File: src/ifps_pkg.sv
// Types, codes and constants of the injection fill/pack sequencer.
`default_nettype none
package ifps_pkg;

	// Stroke timing and volume scaling
	localparam int unsigned TURNS_PER_VOLUME_Q16 = 65536;
	localparam int unsigned STABLE_TIME_MS       = 200;
	localparam int unsigned FILL_TIMEOUT_MS      = 10000;
	localparam int          TPV_W                = 25;
	localparam int          NEED_W               = 32 + TPV_W;
	localparam int          TURNS_W              = NEED_W - 16;

	// Input commands
	localparam logic [1:0] CMD_START  = 2'd0;
	localparam logic [1:0] CMD_RESET  = 2'd1;
	localparam logic [1:0] CMD_SAMPLE = 2'd2;

	// Stroke phases
	localparam logic [1:0] PH_DONE = 2'd0;
	localparam logic [1:0] PH_FILL = 2'd1;
	localparam logic [1:0] PH_PACK = 2'd2;

	// Result item kinds
	localparam logic [1:0] KIND_STATUS = 2'd0;
	localparam logic [1:0] KIND_LIMITS = 2'd1;
	localparam logic [1:0] KIND_TRAJ   = 2'd2;
	localparam logic [1:0] KIND_MOVE   = 2'd3;

	// Motion profiles
	localparam logic [1:0] PROF_FILL   = 2'd0;
	localparam logic [1:0] PROF_PACK   = 2'd1;
	localparam logic [1:0] PROF_TORQUE = 2'd2;
	localparam logic [1:0] PROF_STOP   = 2'd3;

	// Motor control and input modes
	localparam logic [2:0] CTRL_TORQUE      = 3'd1;
	localparam logic [2:0] CTRL_VELOCITY    = 3'd2;
	localparam logic [2:0] CTRL_POSITION    = 3'd3;
	localparam logic [2:0] INMODE_PASSTHRU  = 3'd1;
	localparam logic [2:0] INMODE_TRAP_TRAJ = 3'd5;
	localparam logic [2:0] INMODE_TQ_RAMP   = 3'd6;

	// Configuration register indexes
	localparam logic [2:0] REG_TORQUE_MODE   = 3'd0;
	localparam logic [2:0] REG_FILL_VOLUME   = 3'd1;
	localparam logic [2:0] REG_PACK_VOLUME   = 3'd2;
	localparam logic [2:0] REG_PACK_TIME_MS  = 3'd3;
	localparam logic [2:0] REG_INJECT_TORQUE = 3'd4;
	localparam logic [2:0] REG_BOTTOM_LIMIT  = 3'd5;
	localparam logic [2:0] REG_VEL_THRESHOLD = 3'd6;
	localparam logic [2:0] REG_POS_TOLERANCE = 3'd7;

	typedef struct packed {
		logic        torque_mode;
		logic [31:0] fill_volume;
		logic [31:0] pack_volume;
		logic [15:0] pack_time_ms;
		logic [31:0] inject_torque;
		logic [31:0] bottom_limit_pos;
		logic [30:0] velocity_threshold;
		logic [30:0] position_tolerance;
	} cfg_t;

	typedef struct packed {
		logic [1:0]  cmd;
		logic [31:0] now_ms;
		logic [31:0] measured_pos;
		logic [31:0] measured_vel;
		logic        motor_ready;
		logic [31:0] zero_pos;
		logic        move_ok;
	} sample_t;

	typedef struct packed {
		logic [1:0]  phase;
		logic        entry_pending;
		logic        stroke_complete;
		logic        stroke_error;
		logic [31:0] phase_start_ms;
		logic [31:0] fill_target;
	} state_t;

	// Result items of one input: ncmd command items, then the status item
	typedef struct packed {
		logic [1:0]  ncmd;
		logic [1:0]  profile;
		logic [2:0]  control_mode;
		logic [2:0]  input_mode;
		logic [31:0] setpoint;
		logic        finished;
		logic        failed;
		logic [1:0]  phase_now;
	} burst_t;

endpackage
`default_nettype wire

File: src/ifps_step.sv
// Decision logic for one input item: next stroke state and its result items.
`default_nettype none
module ifps_step
	import ifps_pkg::*;
(
	input  cfg_t    cfg,
	input  state_t  cur,
	input  sample_t smp,
	output state_t  nxt,
	output burst_t  burst
);

	localparam logic [TPV_W-1:0] TPV_K = TPV_W'(TURNS_PER_VOLUME_Q16);

	logic [NEED_W-1:0]   fill_need;
	logic [NEED_W-1:0]   pack_need;
	logic signed [57:0]  room;
	logic signed [57:0]  need_s;
	logic signed [41:0]  fill_sum;
	logic signed [41:0]  pack_sum;
	logic signed [41:0]  bottom_x;
	logic [31:0]         fill_tgt;
	logic [31:0]         pack_tgt;
	logic signed [32:0]  vel_x;
	logic [32:0]         vel_mag;
	logic signed [32:0]  pos_err;
	logic [32:0]         err_mag;
	logic [31:0]         elapsed;
	logic                vlow;
	logic                close;
	logic                stable;
	logic                too_big;

	// Volume to turns: scale by the constant, keep the integer turns
	assign fill_need = NEED_W'(cfg.fill_volume) * NEED_W'(TPV_K);
	assign pack_need = NEED_W'(cfg.pack_volume) * NEED_W'(TPV_K);

	// Fit check against the room left below the bottom limit
	assign room    = 58'($signed({cfg.bottom_limit_pos[31], cfg.bottom_limit_pos})
		- $signed({smp.zero_pos[31], smp.zero_pos})) <<< 16;
	assign need_s  = $signed({1'b0, fill_need});
	assign too_big = need_s > room;

	// Clamped fill and pack targets
	assign bottom_x = 42'($signed(cfg.bottom_limit_pos));
	assign fill_sum = 42'($signed(smp.zero_pos)) + $signed({1'b0, fill_need[NEED_W-1:16]});
	assign pack_sum = 42'($signed(smp.measured_pos))
		+ $signed({1'b0, pack_need[NEED_W-1:16]});
	assign fill_tgt = (fill_sum > bottom_x) ? cfg.bottom_limit_pos : fill_sum[31:0];
	assign pack_tgt = (pack_sum > bottom_x) ? cfg.bottom_limit_pos : pack_sum[31:0];

	// Settled velocity and distance to the fill target
	assign vel_x   = 33'($signed(smp.measured_vel));
	assign vel_mag = vel_x[32] ? 33'(-vel_x) : 33'(vel_x);
	assign vlow    = vel_mag < {2'b00, cfg.velocity_threshold};
	assign pos_err = 33'($signed(smp.measured_pos)) - 33'($signed(cur.fill_target));
	assign err_mag = pos_err[32] ? 33'(-pos_err) : 33'(pos_err);
	assign close   = err_mag < {2'b00, cfg.position_tolerance};

	assign elapsed = smp.now_ms - cur.phase_start_ms;
	assign stable  = elapsed > 32'(STABLE_TIME_MS);

	always_comb begin
		nxt                = cur;
		burst              = '0;
		case (smp.cmd)
			CMD_START: begin
				nxt.phase           = PH_FILL;
				nxt.entry_pending   = 1'b1;
				nxt.stroke_complete = 1'b0;
				nxt.stroke_error    = 1'b0;
				nxt.phase_start_ms  = '0;
			end
			CMD_RESET: begin
				nxt.phase           = PH_DONE;
				nxt.entry_pending   = 1'b1;
				nxt.stroke_complete = 1'b0;
				nxt.stroke_error    = 1'b0;
			end
			CMD_SAMPLE: begin
				if (cur.entry_pending) begin
					// Entry: check fit (position mode), latch the fill target, command the fill or torque move
					if (smp.motor_ready) begin
						if (!cfg.torque_mode && too_big) begin
							nxt.stroke_error    = 1'b1;
							nxt.stroke_complete = 1'b1;
							nxt.entry_pending   = 1'b0;
						end else begin
							if (!cfg.torque_mode) begin
								nxt.fill_target    = fill_tgt;
								burst.ncmd         = 2'd3;
								burst.profile      = PROF_FILL;
								burst.control_mode = CTRL_POSITION;
								burst.input_mode   = INMODE_TRAP_TRAJ;
								burst.setpoint     = fill_tgt;
							end else begin
								nxt.fill_target    = '0;
								burst.ncmd         = 2'd2;
								burst.profile      = PROF_TORQUE;
								burst.control_mode = CTRL_TORQUE;
								burst.input_mode   = INMODE_TQ_RAMP;
								burst.setpoint     = cfg.inject_torque;
							end
							if (smp.move_ok) begin
								nxt.phase_start_ms = smp.now_ms;
								nxt.entry_pending  = 1'b0;
							end
						end
					end
				end else if (cur.phase == PH_FILL) begin
					if (cfg.torque_mode) begin
						// Torque fill ends once motion has settled
						if (vlow && stable) begin
							burst.ncmd          = 2'd1;
							burst.profile       = PROF_STOP;
							burst.control_mode  = CTRL_TORQUE;
							burst.input_mode    = INMODE_TQ_RAMP;
							nxt.phase           = PH_DONE;
							nxt.stroke_complete = 1'b1;
						end
					end else if (vlow && (close || stable)) begin
						// Switch over to pack
						nxt.phase          = PH_PACK;
						nxt.phase_start_ms = smp.now_ms;
						burst.ncmd         = 2'd3;
						burst.profile      = PROF_PACK;
						burst.control_mode = CTRL_POSITION;
						burst.input_mode   = INMODE_TRAP_TRAJ;
						burst.setpoint     = pack_tgt;
					end else if (elapsed > 32'(FILL_TIMEOUT_MS)) begin
						// Fill timed out: stop and flag the error
						nxt.stroke_error    = 1'b1;
						nxt.stroke_complete = 1'b1;
						nxt.phase           = PH_DONE;
						burst.ncmd          = 2'd1;
						burst.profile       = PROF_STOP;
						burst.control_mode  = CTRL_VELOCITY;
						burst.input_mode    = INMODE_PASSTHRU;
					end
				end else if (cur.phase == PH_PACK) begin
					if (elapsed >= {16'd0, cfg.pack_time_ms}) begin
						nxt.phase           = PH_DONE;
						nxt.stroke_complete = 1'b1;
					end
				end
			end
			default: begin
			end
		endcase
		burst.finished  = nxt.stroke_complete;
		burst.failed    = nxt.stroke_error;
		burst.phase_now = nxt.phase;
	end

endmodule
`default_nettype wire

File: src/ifps_burst.sv
// Result register and serializer: sends the command items, then the status item.
`default_nettype none
module ifps_burst
	import ifps_pkg::*;
(
	input  wire logic        clk,
	input  wire logic        arst_n,
	input  wire logic        in_valid,
	input  burst_t           in_burst,
	output logic             in_ready,
	output logic             m_axis_tvalid,
	input  wire logic        m_axis_tready,
	output logic [47:0]      m_axis_tdata,  // profile, control_mode, input_mode, setpoint,
	                                        // finished, failed, phase_now, zero fill
	output logic [1:0]       m_axis_tuser,  // item_kind
	output logic             m_axis_tlast
);

	burst_t     burst_s2;
	logic       valid_s2;
	logic [1:0] idx_q;
	logic       at_status;
	logic       at_move;
	logic       load;

	assign at_status = idx_q == burst_s2.ncmd;
	assign at_move   = (idx_q + 2'd1) == burst_s2.ncmd;
	assign in_ready  = !valid_s2 || (m_axis_tready && at_status);
	assign load      = in_valid && in_ready;

	// Hold the burst; advance one item per accepted output
	always_ff @(posedge clk or negedge arst_n) begin
		if (!arst_n) begin
			valid_s2 <= 1'b0;
			idx_q    <= '0;
		end else if (load) begin
			valid_s2 <= 1'b1;
			idx_q    <= '0;
		end else if (valid_s2 && m_axis_tready) begin
			if (at_status) begin
				valid_s2 <= 1'b0;
			end else begin
				idx_q <= idx_q + 2'd1;
			end
		end
	end

	always_ff @(posedge clk) begin
		if (load) begin
			burst_s2 <= in_burst;
		end
	end

	// Build the current item from the burst and the item index
	always_comb begin
		m_axis_tvalid = valid_s2;
		m_axis_tlast  = at_status;
		m_axis_tdata  = '0;
		if (at_status) begin
			m_axis_tuser        = KIND_STATUS;
			m_axis_tdata[40]    = burst_s2.finished;
			m_axis_tdata[41]    = burst_s2.failed;
			m_axis_tdata[43:42] = burst_s2.phase_now;
		end else if (at_move) begin
			m_axis_tuser       = KIND_MOVE;
			m_axis_tdata[1:0]  = burst_s2.profile;
			m_axis_tdata[4:2]  = burst_s2.control_mode;
			m_axis_tdata[7:5]  = burst_s2.input_mode;
			m_axis_tdata[39:8] = burst_s2.setpoint;
		end else begin
			m_axis_tuser      = (idx_q == 2'd0) ? KIND_LIMITS : KIND_TRAJ;
			m_axis_tdata[1:0] = burst_s2.profile;
		end
	end

endmodule
`default_nettype wire

File: src/injection_fill_pack_sequencer_core.sv
// Top level of the injection fill/pack sequencer.
//
//  channel   dir  handshake                 payload
//  s_axis    in   tvalid/tready             tuser cmd, tdata sample fields
//  m_axis    out  tvalid/tready, tlast      tuser item_kind, tdata command/status
//  cfg       in   cfg_we (no wait)          cfg_addr register index, cfg_data value
//
// An item is registered on entry and decided combinationally from the input
// register; its results go into the result register once that is free, and are
// shown from there. Each item yields one to four results, sent one per cycle
// while m_axis_tready is high by the output serializer, which takes the next
// item's results as the status item of the one before is accepted. The input register takes the
// next item while results wait. arst_n clears the stroke state, configuration
// and handshakes. A stall on m_axis holds the current result unchanged.
`default_nettype none
module injection_fill_pack_sequencer_core
	import ifps_pkg::*;
(
	input  wire logic         clk,
	input  wire logic         arst_n,
	input  wire logic         s_axis_tvalid,
	output logic              s_axis_tready,
	input  wire logic [135:0] s_axis_tdata,  // now_ms, measured_pos, measured_vel,
	                                         // motor_ready, zero_pos, move_ok, zero fill
	input  wire logic [1:0]   s_axis_tuser,  // cmd
	output logic              m_axis_tvalid,
	input  wire logic         m_axis_tready,
	output logic [47:0]       m_axis_tdata,  // profile, control_mode, input_mode, setpoint,
	                                         // finished, failed, phase_now, zero fill
	output logic [1:0]        m_axis_tuser,  // item_kind
	output logic              m_axis_tlast,
	input  wire logic         cfg_we,
	input  wire logic [2:0]   cfg_addr,
	input  wire logic [31:0]  cfg_data
);

	cfg_t    cfg_q;
	state_t  state_q;
	state_t  state_nxt;
	sample_t item_s1;
	logic    valid_s1;
	burst_t  burst;
	logic    burst_ready;
	logic    take_s1;

	// Configuration writes
	always_ff @(posedge clk or negedge arst_n) begin
		if (!arst_n) begin
			cfg_q <= '0;
		end else if (cfg_we) begin
			case (cfg_addr)
				REG_TORQUE_MODE:   cfg_q.torque_mode        <= cfg_data[0];
				REG_FILL_VOLUME:   cfg_q.fill_volume        <= cfg_data;
				REG_PACK_VOLUME:   cfg_q.pack_volume        <= cfg_data;
				REG_PACK_TIME_MS:  cfg_q.pack_time_ms       <= cfg_data[15:0];
				REG_INJECT_TORQUE: cfg_q.inject_torque      <= cfg_data;
				REG_BOTTOM_LIMIT:  cfg_q.bottom_limit_pos   <= cfg_data;
				REG_VEL_THRESHOLD: cfg_q.velocity_threshold <= cfg_data[30:0];
				REG_POS_TOLERANCE: cfg_q.position_tolerance <= cfg_data[30:0];
				default: begin
				end
			endcase
		end
	end

	// Input register
	assign take_s1       = valid_s1 && burst_ready;
	assign s_axis_tready = !valid_s1 || burst_ready;

	always_ff @(posedge clk or negedge arst_n) begin
		if (!arst_n) begin
			valid_s1 <= 1'b0;
		end else if (s_axis_tready) begin
			valid_s1 <= s_axis_tvalid;
		end
	end

	always_ff @(posedge clk) begin
		if (s_axis_tready && s_axis_tvalid) begin
			item_s1.cmd          <= s_axis_tuser;
			item_s1.now_ms       <= s_axis_tdata[31:0];
			item_s1.measured_pos <= s_axis_tdata[63:32];
			item_s1.measured_vel <= s_axis_tdata[95:64];
			item_s1.motor_ready  <= s_axis_tdata[96];
			item_s1.zero_pos     <= s_axis_tdata[128:97];
			item_s1.move_ok      <= s_axis_tdata[129];
		end
	end

	ifps_step u_step (
		.cfg   (cfg_q),
		.cur   (state_q),
		.smp   (item_s1),
		.nxt   (state_nxt),
		.burst (burst)
	);

	// Commit the stroke state as the item moves into the result register
	always_ff @(posedge clk or negedge arst_n) begin
		if (!arst_n) begin
			state_q <= '0;
		end else if (take_s1) begin
			state_q <= state_nxt;
		end
	end

	ifps_burst u_burst (
		.clk           (clk),
		.arst_n        (arst_n),
		.in_valid      (valid_s1),
		.in_burst      (burst),
		.in_ready      (burst_ready),
		.m_axis_tvalid (m_axis_tvalid),
		.m_axis_tready (m_axis_tready),
		.m_axis_tdata  (m_axis_tdata),
		.m_axis_tuser  (m_axis_tuser),
		.m_axis_tlast  (m_axis_tlast)
	);

endmodule
`default_nettype wire

File: config.mk
export PLATFORM = sky130hd
export DESIGN_NAME = injection_fill_pack_sequencer_core
export DESIGN_NICKNAME = d
export VERILOG_FILES = /design/src/ifps_pkg.sv /design/src/ifps_step.sv /design/src/ifps_burst.sv /design/src/injection_fill_pack_sequencer_core.sv
export SDC_FILE = /design/constraint.sdc
export NUM_CORES = 1
export LEC_CHECK = 0
export ABC_AREA = 1
export BUFFER_PORTS_ARGS = -buffer_cell sky130_fd_sc_hd__buf_2
export CAP_MARGIN = 0
export CORE_ASPECT_RATIO = 0.6
export CORE_MARGIN = 1.5
export CORE_UTILIZATION = 50
export DETAILED_ROUTE_END_ITERATION = 10
export GPL_TIMING_DRIVEN = 0
export PLACE_DENSITY = 0.68
export SLEW_MARGIN = 20
export SYNTH_ARGS = -nofsm -noshare
export SYNTH_HDL_FRONTEND = slang
export SYNTH_HIERARCHICAL = 1
export SYNTH_SLANG_ARGS = --single-unit
File: constraint.sdc
create_clock -name clk -period 18.38 [get_ports clk]
set_input_delay 0.919 -clock clk [delete_from_list [all_inputs] [get_ports clk]]
set_output_delay 0.919 -clock clk [all_outputs]
set_load 0.1 [all_outputs]
==> impl_metrics.env <==
export IMPL_netlist_instances=4967
export IMPL_max_freq_mhz=124
export IMPL_async_reset_ff_share_pct=61.1
export IMPL_synthTopCellsByArea="dfrtp_1 (20%), nand2_1 (16%), edfxtp_1 (15%)"
export IMPL_die_area_sq_mm=0.0734
export IMPL_grt_start_max_net_pins=91
export IMPL_drt_first_pass_iters=6
export IMPL_drt_iter0_drc=5415
export IMPL_run_status="completed"
export IMPL_crit_slowest_cell="nor2_1"
export IMPL_dp_hpwl_um=115000
export IMPL_ys_seq_area_share_pct=34.5
export IMPL_clkLatencyLatePin_ns=0.66
export IMPL_dp_cells=6124
export IMPL_multi_input_area_sq_mm=0.0206
export IMPL_clock_skew_ns=0.0337
export IMPL_period_share_pct=43.9
export IMPL_chipWidth_um=349
export IMPL_design_area_sq_mm=0.0402
export IMPL_yosys_area_top_type="dfrtp_1"
export IMPL_placed_area_sq_mm=0.0384
export IMPL_ff_latch_area_sq_mm=0.0124
export IMPL_stdcell_count=6217
export IMPL_initial_core_util_pct=50.9
export IMPL_power_density_mw_per_mm2=183
export IMPL_start_kind="flop"
export IMPL_io_pins=231
export IMPL_wirelength_um=142000
export IMPL_synth_area_sq_mm=0.0358
export IMPL_drive_above_1_share_pct=9.09
export IMPL_r2r_slack_ns=10.31
export IMPL_synth_cell_types=61
export IMPL_areaGrowthSynthToFinish_pct=12.0
export IMPL_routed_via_density=5.76
export IMPL_path_common_cell="nand2_1"
export IMPL_yosysTopAreaCellShare_pct=19.5
export IMPL_die_y_um=210
export IMPL_cp_max_fo=10
export IMPL_r2r_end="u_burst/burst_s2[23]$_DFFE_PP_"
export IMPL_ys_flop_type="dfrtp_1"
export IMPL_cts_resized=0
export IMPL_antenna_left=0
export IMPL_wire_per_inst_um=22.9
export IMPL_ys_seq_elements=458
export IMPL_core_area_sq_mm=0.0704
export IMPL_grt_pass1_vias=31590
export IMPL_fin_tns_setup_ns=0
export IMPL_power_leakage_uw=0.0201
export IMPL_grt_ovfl_total=0
export IMPL_path_class="flop to flop"
export IMPL_ir_worst_vdd_mv=0.255
export IMPL_slew_headroom_pct=13.0
export IMPL_cts_hold_buf=0
export IMPL_syn_avg_cell_area_sq_um=7.22
export IMPL_hold_violations=0
export IMPL_clk_pin_slew_ns=0.07
export IMPL_slew_viol_final=0
export IMPL_cts_root_buf="clkbuf_16"
export IMPL_cts_sinks=458
export IMPL_reg2reg_depth=34
export IMPL_cp_end_kind="flop"
export IMPL_hold_class="primary input to async pin"
export IMPL_htreeDepth=2
export IMPL_gp_congestion=1.05
export IMPL_reg2reg_from="cfg_q[62]$_DFFE_PN0P_"
export IMPL_cp_startpoint="cfg_q[62]$_DFFE_PN0P_"
export IMPL_cp_arrival_ns=8.45
export IMPL_yosysWarnings=6
export IMPL_nets=5773
export IMPL_port_buffers=219
export IMPL_cts_tree="done"
export IMPL_vias=35841
export IMPL_maxCapViolCount=0
export IMPL_cp_slowest_stage_delay_ns=0.73
export IMPL_drc=0
export IMPL_antenna_found_initial=4
export IMPL_cts_buffers=48
export IMPL_num_rows=75
export IMPL_final_min_clock_period_ns=8.07
export IMPL_synth_edf_count=178
export IMPL_grt_pass1_wl_um=208000
export IMPL_fill_cells=6801
export IMPL_crit_required_ns=18.75
export IMPL_crit_end="u_burst/burst_s2[23]$_DFFE_PP_"
export IMPL_setup_viol_count_final=0
export IMPL_cts_path_max_buffers=3
export IMPL_grt_usage_pct=38.4
export IMPL_rsz0062_at_grt="no"
export IMPL_worst_pin_slew_ns=1.31
export IMPL_post_cts_setup_buffers=0
kinds of logic (layout without fill, tap and decap cells):
group           count (synthesis)  after routing  share of synthesized area, %
flops                         458            458                          34.5
compound gates                670            670                          10.6
buf+inv                       749           1069                          8.30
simple gates                 2559           2559                          30.0
xor+xnor                      184            184                          4.50
fa+ha+maj                     345            345                          12.1
other cells                     2              8                        0.0209
where the power goes:
part           internal [uW]  leakage [uW]  switching (uW)
sequential              1290       0.00523             176
combinational           1380        0.0141            3420
clock                    597      0.000824             491
synth_stat cells, types with 9 or more instances:
| cell type | number |
|---|---|
| a21o_1 | 10 |
| edfxtp_1 | 178 |
| buf_6 | 10 |
| nor2_2 | 45 |
| nand3b_1 | 11 |
| a31oi_1 | 13 |
| o21a_1 | 10 |
| nand3_1 | 416 |
| buf_1 | 9 |
| a21oi_1 | 314 |
| buf_2 | 37 |
| ha_1 | 340 |
| o21ai_0 | 184 |
| nand2_2 | 10 |
| nor3_1 | 52 |
| clkbuf_1 | 101 |
| o211ai_1 | 41 |
| inv_1 | 565 |
| a211oi_1 | 25 |
| o32ai_1 | 9 |
| buf_4 | 11 |
| inv_2 | 14 |
| a21boi_0 | 10 |
| nor4_1 | 24 |
| xor2_1 | 124 |
| nor2_1 | 370 |
| dfrtp_1 | 280 |
| nand2_1 | 1543 |
| o21bai_1 | 14 |
| xnor2_1 | 60 |
| nand4_1 | 53 |
placed cells by master, fill, tap and decap left out, types with 8 or more instances in the layout:
master / n
buf_2: 255
nand2_2: 10
inv_2: 14
xor2_1: 124
buf_4: 11
nor4_1: 23
a31oi_1: 13
clkinv_4: 8
o32ai_1: 9
nand2_1: 1543
ha_1: 340
a21oi_1: 313
a211oi_1: 25
xnor2_1: 60
nand4_1: 53
clkbuf_16: 53
a21o_1: 10
buf_6: 10
o21ai_1: 8
edfxtp_1: 178
clkbuf_1: 104
dfrtp_1: 280
nand3b_1: 11
buf_1: 9
a21boi_0: 10
o21ai_0: 184
nor3_1: 51
nor2_2: 46
nand3_1: 416
inv_1: 565
o21a_1: 10
o21bai_1: 14
nor2_1: 368
o211ai_1: 41
buf_16: 10
final cells by class:
cell class	count	share of cell area, %
Sequential cell	458	30.8
Buffer	168	1.97
Inverter	581	5.43
Antenna cell	3	0.0187
Clock inverter	32	0.854
Multi-Input combinational cell	3763	51.2
Clock buffer	58	3.40
Timing Repair Buffer	230	3.49
Tap cell	924	2.88
flip-flops by register name, summed over array words and instances (netlist names):
register / count
valid_s1: 1
state_q: 69
item_s1: 132
u_burst/burst_s2: 46
u_burst/m_axis_tvalid: 1
u_burst/idx_q: 2
cfg_q: 207
metal layers:
| metal | wire (um) | GRT usage [%] | vias to the layer above | share of wire, % |
|---|---|---|---|---|
| li1 | - | - | 16915 | - |
| met1 | 68000 | 62.0 | 16734 | 48 |
| met2 | 49400 | 46.4 | 2051 | 35 |
| met3 | 22700 | 15.3 | 135 | 16 |
| met4 | 2290 | 6.27 | 6 | 1.6 |
| met5 | 173 | 1.38 | - | 0.12 |
worst max-delay path, delay by kind of cell (launching register included):
kind / cells / cell delay, ns
DFF: 1 / 0.44
AOI/OAI and AO/OA: 13 / 3.58
and+or+nand+nor: 14 / 2.25
buffers and inverters: 4 / 0.81
xor gates and xnor gates: 1 / 0.19
adders and majority gates: 2 / 0.53
stage by stage:
stage                     utilization, %  total power [uW]  worst slack (ns)  hold slack [ns]
final                               57.1              7360             10.31            0.153
after CTS                           57.0              7150             10.77            0.170
after global routing                57.1              7820             10.00            0.199
after detailed placement            54.6              6050             10.78            0.458
after global placement              54.2              5980              5.80            0.453
after floorplan                        -              4640              9.62            0.440
worst min path at each step:
stage | start | slack (ns) | endpoint
after detailed placement | cfg_q[110]$_DFFE_PN0P_ | 0.46 | cfg_q[110]$_DFFE_PN0P_
after global routing | arst_n | 0.20 | cfg_q[13]$_DFFE_PN0P_
after global placement | state_q[11]$_DFFE_PN0P_ | 0.45 | state_q[11]$_DFFE_PN0P_
after floorplan | state_q[66]$_DFFE_PN0P_ | 0.44 | state_q[66]$_DFFE_PN0P_
after CTS | arst_n | 0.17 | cfg_q[13]$_DFFE_PN0P_
final | arst_n | 0.15 | cfg_q[13]$_DFFE_PN0P_
(Power assumes the default switching activity.)
